File: src/rtl/pse_ram.sv
// Generic single-port-write, single-port-read RAM with registered read data.
`timescale 1ns / 1ps
`default_nettype none

module pse_ram #(
    parameter int WIDTH = 32,
    parameter int DEPTH = 128
) (
    input  wire logic                     i_clk,
    input  wire logic                     i_we,
    input  wire logic [$clog2(DEPTH)-1:0] i_waddr,
    input  wire logic [WIDTH-1:0]         i_wdata,
    input  wire logic [$clog2(DEPTH)-1:0] i_raddr,
    output logic      [WIDTH-1:0]         o_rdata
);

    logic [WIDTH-1:0] r_mem [DEPTH];
    logic [WIDTH-1:0] r_rdata;

    always_ff @(posedge i_clk) begin
        if (i_we) begin
            r_mem[i_waddr] <= i_wdata;
        end
        r_rdata <= r_mem[i_raddr];
    end

    assign o_rdata = r_rdata;

endmodule

`default_nettype wire

File: config.mk
export PLATFORM = sky130hd
export DESIGN_NAME = pse_ram
export DESIGN_NICKNAME = d
export VERILOG_FILES = /design/src/rtl/pse_ram.sv
export SDC_FILE = /design/constraint.sdc
export NUM_CORES = 2
export LEC_CHECK = 0
export BUFFER_PORTS_ARGS = -buffer_cell sky130_fd_sc_hd__buf_2
export CORE_ASPECT_RATIO = 1.5
export CORE_MARGIN = 3
export CORE_UTILIZATION = 32
export DETAILED_ROUTE_END_ITERATION = 16
export SETUP_SLACK_MARGIN = 0.1
export SLEW_MARGIN = 0
export SYNTH_ARGS = -nofsm -noshare
export SYNTH_HDL_FRONTEND = slang
export SYNTH_SLANG_ARGS = --single-unit
File: constraint.sdc
create_clock -name i_clk -period 5.4 [get_ports i_clk]
set_input_delay 1.08 -clock i_clk [delete_from_list [all_inputs] [get_ports i_clk]]
set_output_delay 1.08 -clock i_clk [all_outputs]
set_load 0.01 [all_outputs]
; ---- Word-level counts from Yosys, hierarchy flattened
; Memory sizes are Yosys's and may differ from the RTL's. A register that Yosys moved wholly into a read port is not among the register bits.
; Index checks and enable logic that the tools add are counted.
[word_totals]
out_inout_bits = 32
mem_count = 1
in_bits = 48
elab_cells = 3
reg_bits = 0
ramBits = 4096
[memory_table]
columns = memory, depth, word_bits, read_ports, rd_clocked_by_memory_dff, wr, line
row1 = r_mem, 128, 32, 1, 1, 1, 17  ; logic [WIDTH-1:0] r_mem [DEPTH];
[op_classes]
muxes = 2
[ops]
columns = operator, count
row1 = 1-bit two-way mux, 2

; ---- Depth between registers and ports, before layout
[logic_depth]
depth_word = 2
ltp_mapped = 8
mapped_depth_nobuf = 4

; ---- Worst setup path before layout
; No wires, ideal clock.
[synth_path]
path_type = input-to-reg
start = in i_we
end = mem r_mem[98][0] (enable)
arrival_time_ns = 3.858
setup_ns = 0.461
required_time_ns = 4.939
stages = 3
setup_slack_ns = 1.081
path_buffers = 1
cell_sequence = clkbuf_1 -> nand4_1 -> nor3_1
[synth_between]
elab_chain_cells = 2
[synth_lines]
columns = item, line
row1 = "start, declared", 10  ; input wire logic i_we,
row2 = 1-bit two-way mux, 21  ; if (i_we) begin
row3 = 1-bit two-way mux (implied by the code), 22  ; r_mem[i_waddr] <= i_wdata;
row4 = "end, declared", 17
; Every way passes these cells.

==> reports/qor.txt <==
max frequency: 268.5 MHz
final worst path period need: 3.724 ns
#FFs+latches synth: 4128
pre-CTS setup slack: 0.7270 ns
Port Buffers: 79
area of the core: 485200 um2
sw power: 14.01 mW
antenna viol nets, final: 0
critical path's slowest cell: mux4_2
chip height: 861.9 um
startpoint types: input pin
Setup Skew: 0.04410 ns
Rel. slew slack: 12.44%
post-synthesis compound-gate area fraction: 0%
Primary FF master, synth: edfxtp_1
chip width: 576.6 um
slew at the pin with the worst max-slew slack: 1.313 ns
clock slew at reported path FFs: 0.07 ns
GRT met1 Usage: 20.46%
Via density: 5.315
Clk Latency, worst-skew pair: 0.92 ns
Pleak: 54.02 nW
First DRT Iteration DRCs: 8364
status: complete, no violations
Max clock buf depth: 4
total CTS buffers: 365
Async SR Flop Fraction: 0%
Net Count, Synth: 6038
combinational share of power: 5.4%
Core Rows: 313
Worst Path Arrival: 4.53 ns
final core utilization: 37.09%
setup TNS: 0 ns
I/O Pins: 80
antenna violations before repair: 73
Worst Setup SP: i_raddr[2]
overall routing resource usage: 17.41%
Worst setup EP type: register
worst vdd ir: 0.2283 mV
CP peak stage delay: 0.74 ns
largest family of logic cells by synthesized area: multiplexers
post-synthesis adder-cell area fraction: 0%
Setup Fix Bufs, Post-CTS: 0
final hold slack: 0.6256 ns
first-pass GRT wire length: 604000 um
Max Cap Viol: 0
worst reg2reg startpoint: r_mem[64][9]
die area: 497000 um2
Starting Density: 32.21%
via count: 70.59k
DP Wirelength: 263600 um
crit path to: o_rdata[9]
number of setup violations in the final report: 0
FF-to-FF setup slack: 2.61 ns
kind of critical path: input pin to register
Syn Inst Count: 5990
Hold Fails Final Rpt: 0
Mapped Area: 156300 um2
DR pass1 iterations: 8
largest net degree at the start of global routing: 98
GR Util met2: 31.75%
Area Growth Syn to Fin: 15.15%
met3 Track Usage GR: 2.329%
root buf cell: clkbuf_16
final worst-path cycle share: 68.97%
final setup margin: 1.676 ns
Worst path depth: 7
grt ovf: 0
sequential fraction of design power: 54.2%
per-cell routed wire length: 33.05 um
Worst R2R End: o_rdata[9]
register area share after synthesis: 79.12%
cell family with most CP delay: multiplexers
Avg Inst Size Synth: 26.09 um2
CP cell instances: buf_8 -> buf_12 -> buf_4 -> mux4_2 -> mux4_2 -> mux4_2 -> mux2_2
Internal: 51.54 mW
vias in the first global route: 72.88k
cell repeated most along the worst path: mux4_2
number of enable flip-flop cells after synthesis: 4096
placer congestion estimate: 0.8158
synthesized-area fraction occupied by and/or/nand/nor cells: 0.4460%
RSZ-0062 raised after global routing: no
crit path buf inv count: 3
gr busiest metal: met2
DR DRC count: 0
share of cells above drive strength 1: 36.26%
clock share of power: 40.4%
max-slew violation count: 0
synthesis warning total: 0
post-cts gate resize count: 0
clk sink count: 4128
R2R depth: 4
mux share of post-synthesis cell area: 19.60%
Net Sw Frac: 21.37%
post-synthesis xor/xnor area fraction: 0%
CTS tree: built
HP Class: input pin to register
H-tree depth: 5
nets@finish: 6490
P per Cell Area: 364.3 nW/um2
CTS Hold Bufs: 0
Netlist cell types: 17
CP max FO: 37
Worst Path Required: 6.21 ns
drt total wl: 439000 um
## cell usage after synthesis, types with 7 or more instances
library cell / count / area share [%]
buf_1: 50 / 0.12
buf_2: 79 / 0.25
clkbuf_1: 182 / 0.44
dfxtp_1: 32 / 0.41
edfxtp_1: 4096 / 79
mux2_2: 32 / 0.23
mux4_2: 1344 / 19
nand2_1: 14 / 0.034
nand3_1: 12 / 0.038
nor2_1: 122 / 0.29
nor2b_1: 7 / 0.028
nor3_1: 9 / 0.029
## placed cells by master (no fill, tap or decap), drive strengths merged, types with 3 or more instances in the layout
cell | synthesis | layout
nand3 | 12 | 12
inv | 0 | 10
mux4 | 1344 | 1344
buf | 134 | 401
clkbuf | 182 | 437
diode | 0 | 90
clkinv | 0 | 151
bufinv | 0 | 43
nor2 | 122 | 122
nor2b | 7 | 7
mux2 | 32 | 32
dfxtp | 32 | 32
nor3 | 9 | 9
clkinvlp | 0 | 18
nand4 | 3 | 3
edfxtp | 4096 | 4096
nand2 | 14 | 14
## flip-flops by register name, summed over array words and instances (netlist names)
| register | cells |
|---|---|
| r_mem | 4096 |
| o_rdata | 32 |
## power by group through the flow
stage / Sequential, mW / Combinational, mW / Clock, mW
2_1_floorplan: 36.1 / 1.71 / 0
3_3_place_gp: 36.2 / 3.51 / 0
3_5_place_dp: 36.2 / 3.57 / 0
4_1_cts: 35.5 / 3.57 / 26.9
5_1_grt: 35.5 / 3.64 / 28.1
6_report: 35.5 / 3.51 / 26.5
## metal layers
layer | wire length (um) | share of wire (%)
met2 | 234800 | 53
met5 | 276 | 0.063
met4 | 20940 | 4.8
met3 | 27510 | 6.3
met1 | 155500 | 35
## worst min-delay path by stage
stage | startpoint | endpoint | cells after the start
finish | i_wdata[5] | r_mem[12][5] | 1
CTS | i_wdata[5] | r_mem[12][5] | 1
global placement | r_mem[36][15] | o_rdata[15] | 4
floorplan | r_mem[36][0] | o_rdata[0] | 4
global route | i_wdata[5] | r_mem[12][5] | 1
detailed placement | r_mem[36][20] | o_rdata[20] | 4
## final cells by class
class | instances | area [um2]
clock buffer | 437 | 9634
tap | 6457 | 8079
multi-input combinational | 1546 | 32290
fill | 42840 | 305300
timing repair buffer | 401 | 3747
sequential | 4128 | 123600
clock inverter | 222 | 2337
antenna | 90 | 225.2
## through the flow
| stage | cells | cell area [um2] | total power [mW] |
|---|---|---|---|
| after floorplan | 5990 | 156300 | 37.83 |
| after global placement | 12530 | 167800 | 39.74 |
| after detailed placement | 12530 | 167800 | 39.81 |
| after CTS | 13190 | 179700 | 66.04 |
| after global routing | 13250 | 179900 | 67.30 |
| final | 13280 | 180000 | 65.55 |
## cell families (layout without fill, tap and decap cells)
kind of cell  after synthesis  count (layout)
other cells                 0              90
flops                    4128            4128
mux                      1376            1376
buf+inv                   316            1060
simple gates              170             170
Power figures use the tool's default switching activity.
